===== src/rtl/core/bpsd_pkg.sv =====
// Shared types, register indexes, codes and reset values for the button sequence detector.
`default_nettype none

package bpsd_pkg;

	// Configuration register indexes
	localparam int unsigned CFG_IDX_W = 3;
	localparam logic [CFG_IDX_W-1:0] CFG_FIRST_BURST  = 3'd0;
	localparam logic [CFG_IDX_W-1:0] CFG_SECOND_BURST = 3'd1;
	localparam logic [CFG_IDX_W-1:0] CFG_RELEASE_WIN  = 3'd2;
	localparam logic [CFG_IDX_W-1:0] CFG_FIRST_PRESS  = 3'd3;
	localparam logic [CFG_IDX_W-1:0] CFG_NEXT_PRESS   = 3'd4;
	localparam logic [CFG_IDX_W-1:0] CFG_FIRST_QUIET  = 3'd5;
	localparam logic [CFG_IDX_W-1:0] CFG_FINAL_QUIET  = 3'd6;

	localparam int unsigned CFG_DATA_W = 16;
	localparam int unsigned PRESS_W    = 8;
	localparam int unsigned WIN_W      = 16;

	// Register reset values
	localparam logic [PRESS_W-1:0] RST_FIRST_BURST  = 8'd5;
	localparam logic [PRESS_W-1:0] RST_SECOND_BURST = 8'd6;
	localparam logic [WIN_W-1:0]   RST_RELEASE_WIN  = 16'd300;
	localparam logic [WIN_W-1:0]   RST_FIRST_PRESS  = 16'd200;
	localparam logic [WIN_W-1:0]   RST_NEXT_PRESS   = 16'd70;
	localparam logic [WIN_W-1:0]   RST_FIRST_QUIET  = 16'd100;
	localparam logic [WIN_W-1:0]   RST_FINAL_QUIET  = 16'd200;

	typedef struct packed {
		logic [PRESS_W-1:0] first_burst_presses;
		logic [PRESS_W-1:0] second_burst_presses;
		logic [WIN_W-1:0]   release_window;
		logic [WIN_W-1:0]   first_press_window;
		logic [WIN_W-1:0]   next_press_window;
		logic [WIN_W-1:0]   first_quiet_window;
		logic [WIN_W-1:0]   final_quiet_window;
	} cfg_t;

	typedef enum logic [1:0] {
		ST_RUN   = 2'd0,
		ST_PASS  = 2'd1,
		ST_FAIL  = 2'd2,
		ST_NOARM = 2'd3
	} status_t;

	localparam logic [1:0] PROG_NONE = 2'd0;
	localparam logic [1:0] PROG_ONE  = 2'd1;
	localparam logic [1:0] PROG_TWO  = 2'd2;

	typedef enum logic [5:0] {
		PH_IDLE    = 6'b000001,
		PH_RELEASE = 6'b000010,
		PH_BURST1  = 6'b000100,
		PH_QUIET1  = 6'b001000,
		PH_BURST2  = 6'b010000,
		PH_QUIET2  = 6'b100000
	} phase_t;

endpackage

`default_nettype wire


===== src/rtl/core/bpsd_cfg_regs.sv =====
// Configuration register file of the button sequence detector.
`default_nettype none

module bpsd_cfg_regs (
	input  wire logic                              clk,
	input  wire logic                              arst_n,
	input  wire logic                              cfg_we,
	input  wire logic [bpsd_pkg::CFG_IDX_W-1:0]    cfg_index,
	input  wire logic [bpsd_pkg::CFG_DATA_W-1:0]   cfg_data,
	output bpsd_pkg::cfg_t                         cfg
);
	import bpsd_pkg::*;

	cfg_t cfg_q;

	always_ff @(posedge clk or negedge arst_n) begin
		if (!arst_n) begin
			cfg_q.first_burst_presses  <= RST_FIRST_BURST;
			cfg_q.second_burst_presses <= RST_SECOND_BURST;
			cfg_q.release_window       <= RST_RELEASE_WIN;
			cfg_q.first_press_window   <= RST_FIRST_PRESS;
			cfg_q.next_press_window    <= RST_NEXT_PRESS;
			cfg_q.first_quiet_window   <= RST_FIRST_QUIET;
			cfg_q.final_quiet_window   <= RST_FINAL_QUIET;
		end else if (cfg_we) begin
			unique case (cfg_index)
				CFG_FIRST_BURST:  cfg_q.first_burst_presses  <= cfg_data[PRESS_W-1:0];
				CFG_SECOND_BURST: cfg_q.second_burst_presses <= cfg_data[PRESS_W-1:0];
				CFG_RELEASE_WIN:  cfg_q.release_window       <= cfg_data[WIN_W-1:0];
				CFG_FIRST_PRESS:  cfg_q.first_press_window   <= cfg_data[WIN_W-1:0];
				CFG_NEXT_PRESS:   cfg_q.next_press_window    <= cfg_data[WIN_W-1:0];
				CFG_FIRST_QUIET:  cfg_q.first_quiet_window   <= cfg_data[WIN_W-1:0];
				CFG_FINAL_QUIET:  cfg_q.final_quiet_window   <= cfg_data[WIN_W-1:0];
				default: ;
			endcase
		end
	end

	assign cfg = cfg_q;

endmodule

`default_nettype wire


===== src/rtl/core/bpsd_seq.sv =====
// Sequence state and one-tick next-state and result logic.
`default_nettype none

module bpsd_seq #(
	parameter int unsigned TIMER_BITS = 16,
	parameter int unsigned COUNT_BITS = 8
) (
	input  wire logic           clk,
	input  wire logic           arst_n,
	input  wire logic           step,
	input  wire logic           start_req,
	input  wire logic           button_level,
	input  wire bpsd_pkg::cfg_t cfg,
	output bpsd_pkg::status_t   status,
	output logic [1:0]          progress
);
	import bpsd_pkg::*;

	localparam int unsigned CMP_W = (TIMER_BITS > WIN_W) ? TIMER_BITS : WIN_W;
	localparam int unsigned CNT_CMP_W = (COUNT_BITS + 1 > PRESS_W) ? COUNT_BITS + 1 : PRESS_W;

	phase_t                phase_q, phase_d;
	logic                  wfr_q, wfr_d;
	logic [COUNT_BITS-1:0] pd_q, pd_d;
	logic [TIMER_BITS-1:0] wt_q, wt_d;

	logic                  pressed;
	logic [TIMER_BITS-1:0] wt_inc;
	logic [WIN_W-1:0]      win_sel;
	logic [WIN_W-1:0]      win_lim;
	logic                  expired;
	logic [PRESS_W-1:0]    need;
	logic [PRESS_W-1:0]    need_lim;
	logic                  burst_done;
	logic                  match;

	assign pressed = ~button_level;

	// One saturating timer and one window compare serve whichever wait is active
	assign wt_inc = (wt_q == {TIMER_BITS{1'b1}}) ? wt_q : wt_q + 1'b1;

	always_comb begin
		unique case (phase_q)
			PH_RELEASE: win_sel = cfg.release_window;
			PH_QUIET1:  win_sel = cfg.first_quiet_window;
			PH_QUIET2:  win_sel = cfg.final_quiet_window;
			PH_BURST1,
			PH_BURST2:  win_sel = (pd_q == '0) ? cfg.first_press_window
			                                   : cfg.next_press_window;
			default:    win_sel = cfg.release_window;
		endcase
	end

	assign win_lim = (win_sel == '0) ? WIN_W'(1) : win_sel;
	assign expired = CMP_W'(wt_inc) >= CMP_W'(win_lim);

	assign need       = (phase_q == PH_BURST2) ? cfg.second_burst_presses
	                                           : cfg.first_burst_presses;
	assign need_lim   = (need == '0) ? PRESS_W'(1) : need;
	assign burst_done = (CNT_CMP_W'(pd_q) + CNT_CMP_W'(1)) >= CNT_CMP_W'(need_lim);
	assign match      = wfr_q ? ~pressed : pressed;

	always_comb begin
		logic fail;
		logic enter;
		phase_t ph_next;

		fail     = 1'b0;
		enter    = 1'b0;
		ph_next  = phase_q;
		phase_d  = phase_q;
		wfr_d    = wfr_q;
		pd_d     = pd_q;
		wt_d     = wt_q;
		status   = ST_RUN;
		progress = PROG_NONE;

		if (start_req) begin
			enter = 1'b1;
			if (pressed) begin
				ph_next  = PH_RELEASE;
				progress = PROG_ONE;
			end else begin
				ph_next = PH_IDLE;
				status  = ST_NOARM;
			end
		end else begin
			unique case (phase_q)
				PH_RELEASE: begin
					progress = PROG_ONE;
					if (!pressed) begin
						enter   = 1'b1;
						ph_next = PH_BURST1;
					end else begin
						wt_d = wt_inc;
						fail = expired;
					end
				end
				PH_BURST1, PH_BURST2: begin
					progress = (phase_q == PH_BURST1) ? PROG_ONE : PROG_TWO;
					if (!match) begin
						wt_d = wt_inc;
						fail = expired;
					end else begin
						wt_d = '0;
						if (!wfr_q) begin
							wfr_d = 1'b1;
						end else begin
							wfr_d = 1'b0;
							if (burst_done) begin
								enter   = 1'b1;
								ph_next = (phase_q == PH_BURST1) ? PH_QUIET1 : PH_QUIET2;
							end else if (pd_q != {COUNT_BITS{1'b1}}) begin
								pd_d = pd_q + 1'b1;
							end
						end
					end
				end
				PH_QUIET1: begin
					progress = PROG_ONE;
					if (pressed) begin
						fail = 1'b1;
					end else begin
						wt_d = wt_inc;
						if (expired) begin
							enter    = 1'b1;
							ph_next  = PH_BURST2;
							progress = PROG_TWO;
						end
					end
				end
				PH_QUIET2: begin
					progress = PROG_TWO;
					if (pressed) begin
						fail = 1'b1;
					end else begin
						wt_d = wt_inc;
						if (expired) begin
							status  = ST_PASS;
							enter   = 1'b1;
							ph_next = PH_IDLE;
						end
					end
				end
				default: begin
					enter   = 1'b1;
					ph_next = PH_IDLE;
				end
			endcase
			if (fail) begin
				status   = ST_FAIL;
				progress = PROG_NONE;
				enter    = 1'b1;
				ph_next  = PH_IDLE;
			end
		end

		if (enter) begin
			phase_d = ph_next;
			wfr_d   = 1'b0;
			pd_d    = '0;
			wt_d    = '0;
		end
	end

	always_ff @(posedge clk or negedge arst_n) begin
		if (!arst_n) begin
			phase_q <= PH_IDLE;
			wfr_q   <= 1'b0;
			pd_q    <= '0;
			wt_q    <= '0;
		end else if (step) begin
			phase_q <= phase_d;
			wfr_q   <= wfr_d;
			pd_q    <= pd_d;
			wt_q    <= wt_d;
		end
	end

	assert property (@(posedge clk) disable iff (!arst_n)
		$onehot(phase_q))
		else $error("phase register lost its one-hot code");

	assert property (@(posedge clk) disable iff (!arst_n)
		(phase_q == PH_IDLE) |-> (wt_q == '0 && pd_q == '0 && !wfr_q))
		else $error("idle phase holds stale wait state");

	assert property (@(posedge clk) disable iff (!arst_n)
		(phase_q == PH_RELEASE || phase_q == PH_QUIET1 || phase_q == PH_QUIET2)
		|-> (pd_q == '0 && !wfr_q))
		else $error("press state set outside a burst");

endmodule

`default_nettype wire


===== src/rtl/core/button_press_sequence_detector.sv =====
// Top level of the button press sequence detector: stream ports, stages, config.
// Path: a sample taken in is held in the input stage, then its result is registered in the
// result stage and offered on the master side, where it transfers when not stalled.
// Throughput: one sample per cycle while the master side is not stalled; the one-tick
// sequence update sits between the input stage and the result stage.
// Reset (arst_n low, asynchronous): both stages empty, sequencer idle, registers at defaults.
`default_nettype none

module button_press_sequence_detector #(
	parameter int unsigned TIMER_BITS = 16,
	parameter int unsigned COUNT_BITS = 8
) (
	input  wire logic                              clk,
	input  wire logic                              arst_n,
	// Input samples
	input  wire logic                              s_axis_tvalid,
	output logic                                   s_axis_tready,
	input  wire logic [7:0]                        s_axis_tdata,  // [0] start_req, [1] button_level
	// Results
	output logic                                   m_axis_tvalid,
	input  wire logic                              m_axis_tready,
	output logic [7:0]                             m_axis_tdata,  // [1:0] status, [3:2] progress
	// Register writes
	input  wire logic                              cfg_we,
	input  wire logic [bpsd_pkg::CFG_IDX_W-1:0]    cfg_index,
	input  wire logic [bpsd_pkg::CFG_DATA_W-1:0]   cfg_data
);
	import bpsd_pkg::*;

	cfg_t       cfg;

	// Input stage
	logic       valid_s1;
	logic       start_req_s1;
	logic       button_level_s1;

	// Result stage
	logic       valid_s2;
	status_t    status_s2;
	logic [1:0] progress_s2;

	status_t    seq_status;
	logic [1:0] seq_progress;
	logic       s1_load;
	logic       s2_load;

	bpsd_cfg_regs u_cfg (
		.clk       (clk),
		.arst_n    (arst_n),
		.cfg_we    (cfg_we),
		.cfg_index (cfg_index),
		.cfg_data  (cfg_data),
		.cfg       (cfg)
	);

	// Advance the sequencer exactly when the held sample moves into the result stage
	bpsd_seq #(
		.TIMER_BITS (TIMER_BITS),
		.COUNT_BITS (COUNT_BITS)
	) u_seq (
		.clk          (clk),
		.arst_n       (arst_n),
		.step         (s2_load),
		.start_req    (start_req_s1),
		.button_level (button_level_s1),
		.cfg          (cfg),
		.status       (seq_status),
		.progress     (seq_progress)
	);

	// Result stage takes a sample when it is empty or its result is being transferred
	assign s2_load       = valid_s1 && (!valid_s2 || m_axis_tready);
	// Input stage frees up in the same cycle that it hands over
	assign s_axis_tready = !valid_s1 || s2_load;
	assign s1_load       = s_axis_tvalid && s_axis_tready;

	always_ff @(posedge clk or negedge arst_n) begin
		if (!arst_n) begin
			valid_s1 <= 1'b0;
		end else if (s_axis_tready) begin
			valid_s1 <= s_axis_tvalid;
		end
	end

	// Hold the sample until the result stage takes it
	always_ff @(posedge clk) begin
		if (s1_load) begin
			start_req_s1    <= s_axis_tdata[0];
			button_level_s1 <= s_axis_tdata[1];
		end
	end

	always_ff @(posedge clk or negedge arst_n) begin
		if (!arst_n) begin
			valid_s2 <= 1'b0;
		end else if (s2_load) begin
			valid_s2 <= 1'b1;
		end else if (m_axis_tready) begin
			valid_s2 <= 1'b0;
		end
	end

	always_ff @(posedge clk) begin
		if (s2_load) begin
			status_s2   <= seq_status;
			progress_s2 <= seq_progress;
		end
	end

	assign m_axis_tvalid = valid_s2;
	assign m_axis_tdata  = {4'b0000, progress_s2, logic'(status_s2[1]), logic'(status_s2[0])};

	assert property (@(posedge clk) disable iff (!arst_n)
		(m_axis_tvalid && status_s2 == ST_PASS) |-> (progress_s2 == PROG_TWO))
		else $error("pass reported without both stars");

	assert property (@(posedge clk) disable iff (!arst_n)
		(m_axis_tvalid && (status_s2 == ST_FAIL || status_s2 == ST_NOARM))
		|-> (progress_s2 == PROG_NONE))
		else $error("stars left standing on fail or no-arm");

	assert property (@(posedge clk) disable iff (!arst_n)
		m_axis_tvalid |-> (progress_s2 == PROG_NONE || progress_s2 == PROG_ONE ||
		                   progress_s2 == PROG_TWO))
		else $error("progress out of range");

	assert property (@(posedge clk) disable iff (!arst_n)
		!s_axis_tready |-> (valid_s1 && valid_s2 && !m_axis_tready))
		else $error("input stalled while the pipeline could move");

	assert property (@(posedge clk) disable iff (!arst_n)
		s2_load |=> valid_s2)
		else $error("result stage dropped a loaded result");

endmodule

`default_nettype wire


===== config.mk =====
export PLATFORM = sky130hd
export DESIGN_NAME = button_press_sequence_detector
export DESIGN_NICKNAME = d
export VERILOG_FILES = /design/src/rtl/core/bpsd_pkg.sv /design/src/rtl/core/bpsd_cfg_regs.sv /design/src/rtl/core/bpsd_seq.sv /design/src/rtl/core/button_press_sequence_detector.sv
export SDC_FILE = /design/constraint.sdc
export NUM_CORES = 1
export LEC_CHECK = 0
export BUFFER_PORTS_ARGS = -buffer_cell sky130_fd_sc_hd__buf_2
export CAP_MARGIN = 10
export CELL_PAD_IN_SITES_DETAIL_PLACEMENT = 0
export CELL_PAD_IN_SITES_GLOBAL_PLACEMENT = 1
export CORE_MARGIN = 4
export CORE_UTILIZATION = 52
export CTS_BUF_LIST = sky130_fd_sc_hd__clkbuf_2
export DETAILED_ROUTE_END_ITERATION = 8
export PLACE_DENSITY_LB_ADDON = 0.1
export SLEW_MARGIN = 10
export SYNTH_ARGS = -nofsm -noshare
export SYNTH_HDL_FRONTEND = slang
export SYNTH_SLANG_ARGS = --single-unit
export TNS_END_PERCENT = 1

===== constraint.sdc =====
create_clock -name clk -period 5.05 [get_ports clk]
set_input_delay 0.2525 -clock clk [delete_from_list [all_inputs] [get_ports clk]]
set_output_delay 0.2525 -clock clk [all_outputs]
set_load 0.02 [all_outputs]

# Word-level counts from Yosys, hierarchy flattened
# Index checks and enable logic that the tools add are counted.
# word_totals
reg_bits	135
out_inout_bits	10
word_cells	144
# classes
add_sub_neg	3
order_cmp	2
eq_ne	25
mux	67
n_bitwise	1
n_reduce_logical	29
# op_table
op	count
$mux W16	8
$pmux W16 S3	2
$mux W8	9
$mux W6	11
$pmux W6 S4	1
$mux W1	22
$mux W2	11
$ne A4 B2 Y1 const B	5
$add A16 B1 Y16 const B	1
$eq A16 B16 Y1 const B	1
$ge A16 B16 Y1	1
$logic_not A16 Y1	1
$logic_not A8 Y1	2
$reduce_and A2 Y1	7
$ne A4 B3 Y1 const B	3
$reduce_and A10 Y1	1
$reduce_bool A2 Y1	5
$add A8 B1 Y9 const B	1
$eq A3 B3 Y1 const B	3
$ge A9 B8 Y1	1
$add A8 B1 Y8 const B	1
$ne A8 B8 Y1 const B	1
$pmux W2 S4	1
$reduce_and A7 Y1	1
21 further kinds	27

# Longest topological paths before layout
# Gate-level depths: netlist of run 1.
# logic_depth
word_depth	13
ltp_mapped	18
mapped_depth_nobuf	17

# Hierarchy
# A second synthesis of run 1 with hierarchy kept.
# hier_totals
cells_unflattened	639
area_unflattened_um2	7591.0
# modules_own_cells
module	n_inst	cells_each	area_per_inst_um2	seq_area_each_um2
bpsd_cfg_regs	1	211	3812.4	2427.3
bpsd_seq	1	409	3460.8	777.0
button_press_sequence_detector	1	19	317.8	230.2

# Worst setup path before layout of run 1
# Ideal clock, no wire load.
# synth_path
path_type	flip-flop to flip-flop
startpoint	reg u_seq.pd_q[0]
endpoint	reg u_seq.phase_q[3]
arrival_ns	3.751
t_required_ns	4.925
slack_ns	1.174
stages_incl_launch_ff	18
path_buffers	1
path_cell_list	dfrtp_1 inv_1 ha_1 or3b_2 nor4b_2 clkbuf_1 a222oi_1 and3_1 nand4_1 o31ai_1 ha_1 nand2b_1 nand3_1 a21o_1 a311o_1 a21oi_4 o21ai_4 mux2_4
# synth_between
elab_chain_len	12
# synth_lines
element	line_no	text
from (decl)	bpsd_seq.sv:24	logic [COUNT_BITS-1:0] pd_q, pd_d;
from (signal assigned)	bpsd_seq.sv:175	pd_q <= pd_d;
$logic_not A8 Y1	bpsd_seq.sv:48	PH_BURST2: win_sel = (pd_q == '0) ? cfg.first_press_window
$mux W16	bpsd_seq.sv:48	
$pmux W16 S3	bpsd_seq.sv:43	unique case (phase_q)
$logic_not A16 Y1	bpsd_seq.sv:54	assign win_lim = (win_sel == '0) ? WIN_W'(1) : win_sel;
$mux W16	bpsd_seq.sv:54	
$ge A16 B16 Y1	bpsd_seq.sv:55	assign expired = CMP_W'(wt_inc) >= CMP_W'(win_lim);
$mux W1, on equally long branches	-	
$mux W1 or $pmux W1 S3 (tied branches)	bpsd_seq.sv:134, bpsd_seq.sv:88	
$pmux W1 S3 or $mux W1 (tied branches)	bpsd_seq.sv:88, bpsd_seq.sv:78	
$mux W1	bpsd_seq.sv:150	if (fail) begin
$mux W1	bpsd_seq.sv:78	if (start_req) begin
$reduce_and A10 Y1 (no line)	-	
to (signal assigned)	bpsd_seq.sv:173	phase_q <= phase_d;
to (decl)	bpsd_seq.sv:22	phase_t phase_q, phase_d;
# Several ways; a longest one is shown, not always the timed one. The select of a mux whose other input is x is not followed.
# A chain may end at the register's enable or synchronous reset.

# Worst setup path in the final report of run 1
# layout_path
startpoint	reg u_seq.pd_q[4]
endpoint	reg u_seq.phase_q[3]
# The elaborated chain is that of the path after synthesis.

==> impl_metrics.yaml, run 1 <==
status:
  outcome: "finished clean"
yosys:
  synth_cell_types: 67
  ys_async_sr_fraction_pct: 95.6
  yosysSeqAreaShare_pct: 48.0
  avgSynthCellArea_um2: 11.7
  synth-main-ff-cell: "dfrtp_1"
  synth_edf_count: 6
  synthCells: 610
  ys_ff_latch: 135
  syn-cell-area_um2: 7160
  ys_warn_count: 0
sta:
  period_needed_ns: 4.52
  fin_crit_sh_pct: 89.6
  rsz0062_at_grt: "no"
  fin_setup_tns_ns: 0
  whs_ns: 0.136
  hold_violations: 0
  fmax_ghz: 0.221
  slew_headroom_pct: 20.9
  worst-slew-pin-transition_ns: 1.18
  report.final.slew_viol_count: 0
  setup_viol: 0
  clock_skew_ns: 0.0399
cts:
  cts_tree: "yes"
  clk_pin_slew_ns: 0.23
  cts_sinks: 135
  clk_latency_ns: 0.72
  cts_setup_buffers: 0
  clock_path_buffers: 2
  htreeDepth: 4
  cts_buffers: 17
  cts-root-buf: "clkbuf_2"
global_route:
  grtUsageTotal_pct: 21.3
  antenna_found_initial: 1
  grt_first_pass_wirelength_mm: 26.8
  met3_usage_pct: 4.73
  grt_max_degree: 69
  overflow: 0
  grt_pass1_vias: 5233
  top_usage_layer: "met2"
  met1_usage_pct: 28.5
  use_met2_pct: 35.1
route:
  first_iter_violations: 300
  num_vias: 5129
  wirelength_mm: 16.1
  wl_per_cell_um: 18.8
  ant_nets: 0
  vias_per_cell: 6.01
  remaining_drc_errors: 0
  dr.pass1.iters: 5
power_and_ir_drop:
  power_leakage_nw: 3.50
  finalPower_mw: 2.50
  power.density_nw_per_um2: 314
  peakVddDrop_v: 0.000288
place:
  post-dp-hpwl_mm: 11.0
  dpl.cell_count: 799
  io_buffers: 31
  globalplace.congestion: 0.817
setup_path:
  criticalPathCategory: "flop to flop"
  r2r_start: "u_seq.pd_q[4]$_DFFE_PN0P_"
  worstSetupEndpointType: "flop"
  arrival_ns: 5.12
  crit_path_start: "u_seq.pd_q[4]$_DFFE_PN0P_"
  worstSetupStartpointType: "flop"
  critPathMaxFanout: 14
  cp.required_ns: 5.65
worst_hold_path:
  hold_path_class: "primary input to asynchronous set/reset pin"
cells_and_area:
  fill_cells: 1141
  drive_gt1_share_pct: 31.0
  layout.nets: 723
  synthToLayoutAreaGrowth_pct: 11.1
  fin_cells: 854
die:
  dieArea_um2: 15700
  start_util_pct: 53.6
  chipWidth_um: 125
  die_height_um: 125
  core_area_um2: 13300
  fp-row-count: 42
  pin_count: 42
job:
  drv_cap: 0
## Yosys cell counts, types with 6 or more instances
| cell | count | area [um2] |
|---|---|---|
| a21oi_1 | 21 | 105 |
| nand3_1 | 13 | 65.1 |
| and3_1 | 9 | 56.3 |
| a21o_1 | 7 | 52.6 |
| nor2b_1 | 8 | 50.1 |
| nand2b_1 | 8 | 50.1 |
| xnor2_1 | 9 | 78.8 |
| o21ai_0 | 22 | 110 |
| nand4_1 | 14 | 87.6 |
| mux2i_1 | 11 | 110 |
| dfstp_2 | 21 | 552 |
| a221o_1 | 13 | 130 |
| mux2_2 | 99 | 1110 |
| clkbuf_1 | 20 | 75.1 |
| nor2_1 | 25 | 93.8 |
| ha_1 | 27 | 338 |
| inv_1 | 6 | 22.5 |
| dfrtp_1 | 108 | 2700 |
| and2_1 | 12 | 75.1 |
| nor3_1 | 10 | 50.1 |
| xor2_1 | 7 | 61.3 |
| a31o_2 | 7 | 61.3 |
| a22o_1 | 17 | 149 |
| edfxtp_1 | 6 | 180 |
| nand2_1 | 31 | 116 |
## per-layer routing
| layer | share of wire, % | wire, um | up-vias |
|---|---|---|---|
| li1 | - | - | 2412 |
| met1 | 48 | 7660 | 2617 |
| met2 | 48 | 7650 | 82 |
| met3 | 3.2 | 520 | 18 |
| met4 | 1.5 | 244 | 0 |
| met5 | 0 | 0 | - |
## flip-flops by register name, summed over array words and instances, names as in the netlist, 2 cells and up
name           count
progress_s2        2
u_cfg.cfg         96
u_seq.wt_q        16
status_s2          2
u_seq.phase_q      6
u_seq.pd_q         8
## cell type report
type	count	area [um2]	area share (%)
clock inverters	14	161	2.03
flip-flops and latches	135	3430	43.2
repair buffers	60	430	5.41
inverters	6	22.5	0.283
well taps	176	220	2.77
diodes	1	2.50	0.0315
multi-input cells	444	3590	45.1
clock buffers	18	90.1	1.13
## stage by stage
| stage | utilization, % | area [um2] | setup slack [ns] |
|---|---|---|---|
| floorplan | - | 7170 | 1.17 |
| global placement | 56.0 | 7480 | 0.600 |
| detailed placement | 56.0 | 7480 | 0.635 |
| CTS | 59.6 | 7950 | 0.538 |
| global route | 59.6 | 7950 | 0.228 |
| finish | 59.6 | 7950 | 0.525 |
## logic make-up (layout without fill, tap and decap cells)
group	after synthesis	in the layout	share of synthesized area, %
compound gates	129	129	13.7
flops	135	135	48.0
xor+xnor	16	16	1.96
mux	111	111	17.3
buf+inv	34	98	2.15
fa+ha+maj	27	27	4.72
simple gates	157	157	12.1
other cells	1	5	0.0524
## critical path, stage by stage (launching register included)
cell	delay [ns]
dfrtp_1	0.49
nor4_1	0.36
nand3_1	0.25
and2_1	0.46
a221o_1	0.39
a21oi_1	0.34
nand4_1	0.16
o31ai_1	0.27
ha_1	0.26
nand2b_1	0.13
nand3_1	0.07
a21o_1	0.13
a311o_1	0.33
a21oi_4	0.14
o21ai_4	0.27
mux2_4	0.32
## path summary, 6_finish.rpt
check	endpoint	slack (ns)	cells after the start
worst min register to register	u_cfg.cfg[12]$_DFFE_PN0P_	0.53	1
max in group asynchronous	u_cfg.cfg[46]$_DFFE_PN0P_	3.49	3
worst max-delay path	u_seq.phase_q[3]$_DFFE_PN0P_	0.53	15
worst min-delay path	u_seq.pd_q[1]$_DFFE_PN0P_	0.14	2
worst max register to register	u_seq.phase_q[3]$_DFFE_PN0P_	0.53	15
min in group clk	u_cfg.cfg[84]$_DFFE_PN0P_	0.14	3
## where the power goes
group          switching [mW]  internal (mW)
clock network           0.440          0.242
logic                   0.212          0.220
registers              0.0934           1.29
total                   0.746           1.75
## layout by cell type (no fill, tap or decap), types with 21 or more instances in the layout
cell type,count
dfrtp_1,108
mux2_2,99
nand2_1,31
buf_2,30
ha_1,27
nor2_1,25
o21ai_0,22
dlygate4sd3_1,22
a21oi_1,21
dfstp_2,21
## repair_timing
| item | in CTS | in global routing |
|---|---|---|
| resized for setup | 0 | 0 |
| hold buffers | 22 | 0 |
| hold endpoints to repair | 157 | 0 |
No activity file was read; power rests on OpenSTA's default activity.
==> run 2, diff against run 1 <==
--- a/config.mk
+++ b/config.mk
@@ -12,10 +12,10 @@
 export CORE_MARGIN = 4
 export CORE_UTILIZATION = 52
 export CTS_BUF_LIST = sky130_fd_sc_hd__clkbuf_2
+export CTS_CLUSTER_SIZE = 16
 export DETAILED_ROUTE_END_ITERATION = 8
-export PLACE_DENSITY_LB_ADDON = 0.1
+export PLACE_DENSITY_LB_ADDON = 0.15
 export SLEW_MARGIN = 10
 export SYNTH_ARGS = -nofsm -noshare
 export SYNTH_HDL_FRONTEND = slang
 export SYNTH_SLANG_ARGS = --single-unit
-export TNS_END_PERCENT = 1
==> run 2 against run 1 <==
  * Clock power fell by 11%
  * Combinational power rose by 1%
  * First-iteration DRC count fell by 3.7%
  * Design area about the same
  * Clock-buffer cell count is 1 higher
  * Sequential share of layout area is essentially flat
  * Register-to-register slack worse by 0.02 ns
  * Power shrank 2.7%
  * Wire length up 1.4%
  * Critical path depth is 3 lower
==> impl_metrics.yaml, run 2 (synthesis gave the netlist of run 1 again) <==
status:
  outcome: "finished clean"
route:
  wl_per_cell_um: 19.0
  num_vias: 5151
  dr.pass1.iters: 6
  remaining_drc_errors: 0
  ant_nets: 0
  first_iter_violations: 289
  vias_per_cell: 6.02
  wirelength_mm: 16.3
cells_and_area:
  layout_commonest_cell: "dfrtp_1"
  antenna_cells: 0
  layout.nets: 726
  final_cell_mix: "dfrtp_1 (108), mux2_2 (99), nand2_1 (31)"
  synthToLayoutAreaGrowth_pct: 11.1
  drive_gt1_share_pct: 31.2
  largest_reg_flops: 96
  fill_cells: 1137
power_and_ir_drop:
  peakVddDrop_v: 0.000240
  power_leakage_nw: 3.51
  power.density_nw_per_um2: 306
place:
  pre_cts_slack_ns: 0.623
  post-dp-hpwl_mm: 11.1
  io_buffers: 31
  globalplace.congestion: 0.852
global_route:
  grtUsageTotal_pct: 21.7
  grt_max_degree: 65
  overflow: 0
  grt_first_pass_wirelength_mm: 27.3
  grt_pass1_vias: 5449
  antenna_found_initial: 0
cts:
  clock_path_buffers: 2
  cts_buffers: 17
  cts-root-buf: "clkbuf_2"
  htreeDepth: 4
  clk_pin_slew_ns: 0.21
  postCtsResizedCells: 0
  cts_sinks: 135
  clk_latency_ns: 0.72
  cts_tree: "yes"
die:
  chipWidth_um: 125
  pin_count: 42
  dieArea_um2: 15700
  core_area_um2: 13300
  start_util_pct: 53.6
  fp-row-count: 42
  die_height_um: 125
setup_path:
  cp.required_ns: 5.67
  arrival_ns: 5.17
  criticalPathCategory: "flop to flop"
  worstSetupStartpointType: "flop"
  critPathMaxFanout: 14
  worstSetupEndpointType: "flop"
sta:
  slew_headroom_pct: 21.9
  fin_crit_sh_pct: 90.0
  worst-slew-pin-transition_ns: 1.16
  period_needed_ns: 4.54
  fin_setup_tns_ns: 0
  clock_skew_ns: 0.0455
  report.final.slew_viol_count: 0
  setup_slack_ns: 0.506
  hold_violations: 0
  fmax_ghz: 0.220
  rsz0062_at_grt: "no"
  setup_viol: 0
worst_hold_path:
  hold_path_class: "primary input to flop"
job:
  drv_cap: 0
[run 2: power breakdown]
part | switching (mW) | internal (mW) | leakage [nW]
clock network | 0.423 | 0.188 | 0.138
registers | 0.0918 | 1.29 | 1.63
logic | 0.215 | 0.223 | 1.74
total | 0.729 | 1.70 | 3.51
[run 2: worst paths after layout]
| path | slack, ns | cells past startpoint | start | endpoint |
|---|---|---|---|---|
| max | 0.51 | 12 | u_seq.phase_q[1]$_DFFE_PN0P_ | u_seq.wt_q[14]$_DFFE_PN0P_ |
| min | 0.08 | 3 | cfg_index[2] | u_cfg.cfg[80]$_DFFE_PN0P_ |
| max in group asynchronous | 3.61 | 4 | arst_n | u_cfg.cfg[78]$_DFFE_PN0P_ |
| min in group asynchronous | 0.57 | 4 | arst_n | u_seq.wt_q[13]$_DFFE_PN0P_ |
| min reg2reg | 0.53 | 1 | u_cfg.cfg[2]$_DFFE_PN0P_ | u_cfg.cfg[2]$_DFFE_PN0P_ |
| max reg2reg | 0.51 | 12 | u_seq.phase_q[1]$_DFFE_PN0P_ | u_seq.wt_q[14]$_DFFE_PN0P_ |
[run 2: metal layers]
layer	wire length [um]	share of wire (%)	global-route usage [%]
met1	7410	45	28.1
met2	8070	50	36.8
met3	626	3.8	5.25
met4	185	1.1	5.68
met5	0	0	0
[run 2: area by class of cell]
type / instances / area (um2) / area share (%)
clock buffers: 19 / 95.1 / 1.20
well taps: 176 / 220 / 2.77
multi-input cells: 444 / 3590 / 45.2
flip-flops and latches: 135 / 3430 / 43.2
repair buffers: 63 / 468 / 5.88
clock inverters: 13 / 119 / 1.49
inverters: 6 / 22.5 / 0.283
[run 2: critical path, cell delays in order, from the launching register on]
cell	delay (ns)
dfrtp_1	0.48
or4_4	0.60
nor2_1	0.21
and2_1	0.64
a221oi_1	0.25
ha_1	0.37
a21oi_1	0.14
a21boi_0	0.12
nor3_1	0.49
o2111ai_1	0.25
nor2_1	0.61
nand2_1	0.13
a21oi_1	0.16
[run 2: per-stage QoR]
step           instances  utilization (%)  total power [mW]  hold slack [ns]  instance area, um2
5_1_grt              856             59.6              2.58           0.0284                7950
4_1_cts              856             59.6              2.45           0.0881                7950
3_5_place_dp         800             56.1              1.83            0.193                7480
3_3_place_gp         800             56.1              1.79            0.185                7480
2_1_floorplan        613                -              1.68          -0.0431                7170
6_report             856             59.6              2.43           0.0774                7950
[run 2: repair_timing]
| item | in CTS | in global routing |
|---|---|---|
| hold endpoints to repair | 159 | 0 |
| endpoints found under the setup margin | 0 | 0 |
| setup buffers | 0 | 0 |
| hold buffers | 24 | 0 |
==> run 3, diff against run 2 <==
--- a/config.mk
+++ b/config.mk
@@ -5,12 +5,13 @@
 export SDC_FILE = /design/constraint.sdc
 export NUM_CORES = 1
 export LEC_CHECK = 0
+export ABC_AREA = 1
 export BUFFER_PORTS_ARGS = -buffer_cell sky130_fd_sc_hd__buf_2
 export CAP_MARGIN = 10
 export CELL_PAD_IN_SITES_DETAIL_PLACEMENT = 0
 export CELL_PAD_IN_SITES_GLOBAL_PLACEMENT = 1
 export CORE_MARGIN = 4
-export CORE_UTILIZATION = 52
+export CORE_UTILIZATION = 47
 export CTS_BUF_LIST = sky130_fd_sc_hd__clkbuf_2
 export CTS_CLUSTER_SIZE = 16
 export DETAILED_ROUTE_END_ITERATION = 8
==> run 3 against run 2 <==
  * First-iteration DRC count rose by 62%
  * Largest cell class unchanged
  * Sequential power barely moved
  * Clock power rose by 9.8%
  * Via count rose by 23%
  * Wire length rose by 12%
  * Fmax rose by 15%
  * Clock-buffer cell count rose by 1
  * Largest power group unchanged
  * Cell count rose by 49%
  * Highest routed layer unchanged
==> impl_metrics.yaml, run 3 <==
power_and_ir_drop:
  switching_share_pct: 33.8
  p_clk_share_pct: 25.8
  finalPower_mw: 2.60
  p_switching_mw: 0.878
  power_leakage_nw: 4.34
  peakVddDrop_v: 0.000180
  power.density_nw_per_um2: 308
  pwr-share-comb_pct: 21.9
  share_seq_of_total_power_pct: 52.3
  intPower_mw: 1.72
yosys:
  synth.most_common_cell: "nand2_1"
  ys_ff_latch: 135
  synth_top_area_cell: "dfrtp_1"
  synth.top_cell.area_share_pct: 35.5
  synth-main-ff-cell: "dfrtp_1"
  synth_edf_count: 6
  ys_top_cells_by_count: "nand2_1 (273), o21ai_0 (142), inv_1 (128)"
  ys_warn_count: 0
  avgSynthCellArea_um2: 7.66
  synth.area.top_cells: "dfrtp_1 (36%), nand2_1 (13%), o21ai_0 (9.3%)"
  syn-cell-area_um2: 7610
  synth_cell_types: 39
  yosysSeqAreaShare_pct: 45.1
  ys_async_sr_fraction_pct: 95.6
  synthCells: 994
job:
  drv_cap: 0
cts:
  cts_sinks: 135
  clock_path_buffers: 2
  clk_latency_ns: 0.70
  clk_pin_slew_ns: 0.22
  cts-root-buf: "clkbuf_2"
  cts_setup_buffers: 0
  htreeDepth: 4
  cts_tree: "yes"
  cts_buffers: 17
cells_and_area:
  layout.nets: 1101
  largest_reg_flops: 96
  layout_commonest_cell: "nand2_1"
  fill_cells: 1648
  final_cell_mix: "nand2_1 (273), o21ai_0 (142), inv_1 (128)"
  fin_area_um2: 8430
  synthToLayoutAreaGrowth_pct: 10.8
  drive_gt1_share_pct: 12.6
place:
  pre_cts_slack_ns: 1.09
  io_buffers: 31
  post-dp-hpwl_mm: 12.4
  placed_area_um2: 7920
  globalplace.congestion: 0.874
global_route:
  overflow: 0
  grt_max_degree: 53
  top_usage_layer: "met2"
  met1_usage_pct: 31.3
  use_met2_pct: 32.4
  grt_first_pass_wirelength_mm: 30.9
  grtUsageTotal_pct: 21.2
  grt_pass1_vias: 6001
  met3_usage_pct: 3.86
  antenna_found_initial: 1
sta:
  fmax_ghz: 0.252
  fin_crit_sh_pct: 78.5
  clock_skew_ns: 0.0348
  fin_setup_tns_ns: 0
  setup_slack_ns: 1.09
  setup_viol: 0
  period_needed_ns: 3.96
  rsz0062_at_grt: "no"
  report.final.slew_viol_count: 0
  worst-slew-pin-transition_ns: 1.07
  hold_violations: 0
  slew_headroom_pct: 28.7
status:
  outcome: "finished clean"
route:
  ant_nets: 0
  remaining_drc_errors: 0
  first_iter_violations: 467
  wirelength_mm: 18.2
  num_vias: 6348
  wl_per_cell_um: 14.3
  vias_per_cell: 4.99
  dr.pass1.iters: 5
setup_path:
  cp_slowest_cell: "inv_1"
  worstSetupStartpointType: "flop"
  cp.required_ns: 5.63
  criticalPathCategory: "flop to flop"
  critPathMaxFanout: 20
  worstSetupEndpointType: "flop"
  r2r-end: "u_seq.wt_q[8]$_DFFE_PN0P_"
  r2r_start: "u_seq.phase_q[4]$_DFFE_PN0P_"
  rr_worst_depth: 26
  r2r_setup_slack_ns: 1.09
  crit_path_start: "u_seq.phase_q[4]$_DFFE_PN0P_"
  arrival_ns: 4.55
  cpPeakStageDelay_ns: 0.54
  setup.worst_path.end: "u_seq.wt_q[8]$_DFFE_PN0P_"
  cpMostUsedCell: "nand2_1"
die:
  die_height_um: 135
  core_area_um2: 15900
  fp-row-count: 46
  start_util_pct: 47.9
  dieArea_um2: 18300
  chipWidth_um: 135
  pin_count: 42
worst_hold_path:
  hold_path_class: "primary input to flop"
## run 3: cell types whose count changed in the layout (fill, tap and decap cells not counted), moves of 11 or more
cell / previous run / this run
nor2_1: 25 / 59
o21ai_0: 22 / 142
and2_1: 12 / 1
nand2_1: 31 / 273
a221o_1: 13 / 0
mux2_2: 99 / 0
a22o_1: 17 / 0
nand2_2: 0 / 12
inv_1: 6 / 128
nand3_1: 13 / 41
## run 3: how the worst min path moves through the flow
stage / to / cells after the start / start
final: u_cfg.cfg[55]$_DFFE_PN1P_ / 5 / cfg_index[1]
after global placement: u_seq.pd_q[7]$_DFFE_PN0P_ / 1 / arst_n
after floorplan: m_axis_tvalid$_DFFE_PN0P_ / 0 / arst_n
after global routing: u_cfg.cfg[55]$_DFFE_PN1P_ / 5 / cfg_index[1]
after detailed placement: u_seq.pd_q[7]$_DFFE_PN0P_ / 1 / arst_n
after CTS: u_cfg.cfg[55]$_DFFE_PN1P_ / 5 / cfg_index[1]
## run 3: final cells by class
cell class,instances,area (um2),share of cell area (%)
Tap cell,216,270,3.20
Multi-Input combinational cell,689,3500,41.4
Clock buffer,20,100,1.19
Antenna cell,1,2.50,0.0297
Sequential cell,135,3430,40.7
Clock inverter,12,140,1.66
Timing Repair Buffer,67,495,5.87
Inverter,132,495,5.87
## run 3: metrics by stage
stage | hold slack [ns] | utilization [%] | cells
2_1_floorplan | -0.0431 | - | 997
3_3_place_gp | 0.260 | 49.9 | 1212
3_5_place_dp | 0.260 | 49.9 | 1212
4_1_cts | 0.0478 | 53.1 | 1271
5_1_grt | 0.0776 | 53.1 | 1272
6_report | 0.132 | 53.1 | 1272
## run 3: routing by layer
| metal | wire length, um | vias up | part of all wire (%) |
|---|---|---|---|
| li1 | - | 3297 | - |
| met1 | 9270 | 2941 | 51 |
| met2 | 8160 | 97 | 45 |
| met3 | 584 | 13 | 3.2 |
| met4 | 185 | 0 | 1.0 |
| met5 | 0 | - | 0 |
## run 3: worst max-delay path: cells and delay by family (launching register included)
family	cells	cell delay (ns)
AND/OR/NAND/NOR	20	2.04
AO/OA/AOI/OAI	1	0.11
flip-flops	1	0.46
buffers and inverters	4	0.97
adder cells (fa/ha/maj)	1	0.26
## run 3: cells by family after synthesis
| kind of cell | synth area share, % |
|---|---|
| AO/OA/AOI/OAI | 14.0 |
| multiplexers | 0.789 |
| adder cells (fa/ha/maj) | 4.44 |
| flip-flops | 45.1 |
| buffers and inverters | 9.09 |
| other | 0.0493 |
| AND/OR/NAND/NOR | 25.2 |
| XOR/XNOR | 1.38 |
## run 3: power groups by stage
| stage | registers, mW | logic [mW] | clock network [mW] |
|---|---|---|---|
| 3_5_place_dp | 1.38 | 0.559 | 0 |
| 6_report | 1.36 | 0.569 | 0.671 |
| 3_3_place_gp | 1.38 | 0.548 | 0 |
| 4_1_cts | 1.36 | 0.577 | 0.692 |
| 2_1_floorplan | 1.37 | 0.414 | 0 |
| 5_1_grt | 1.38 | 0.663 | 0.743 |
## run 3: timing repair
item                                   4_1_cts  5_1_grt
hold buffers                                27        0
endpoints found under the hold margin      139        0
gates resized for setup                      0        0
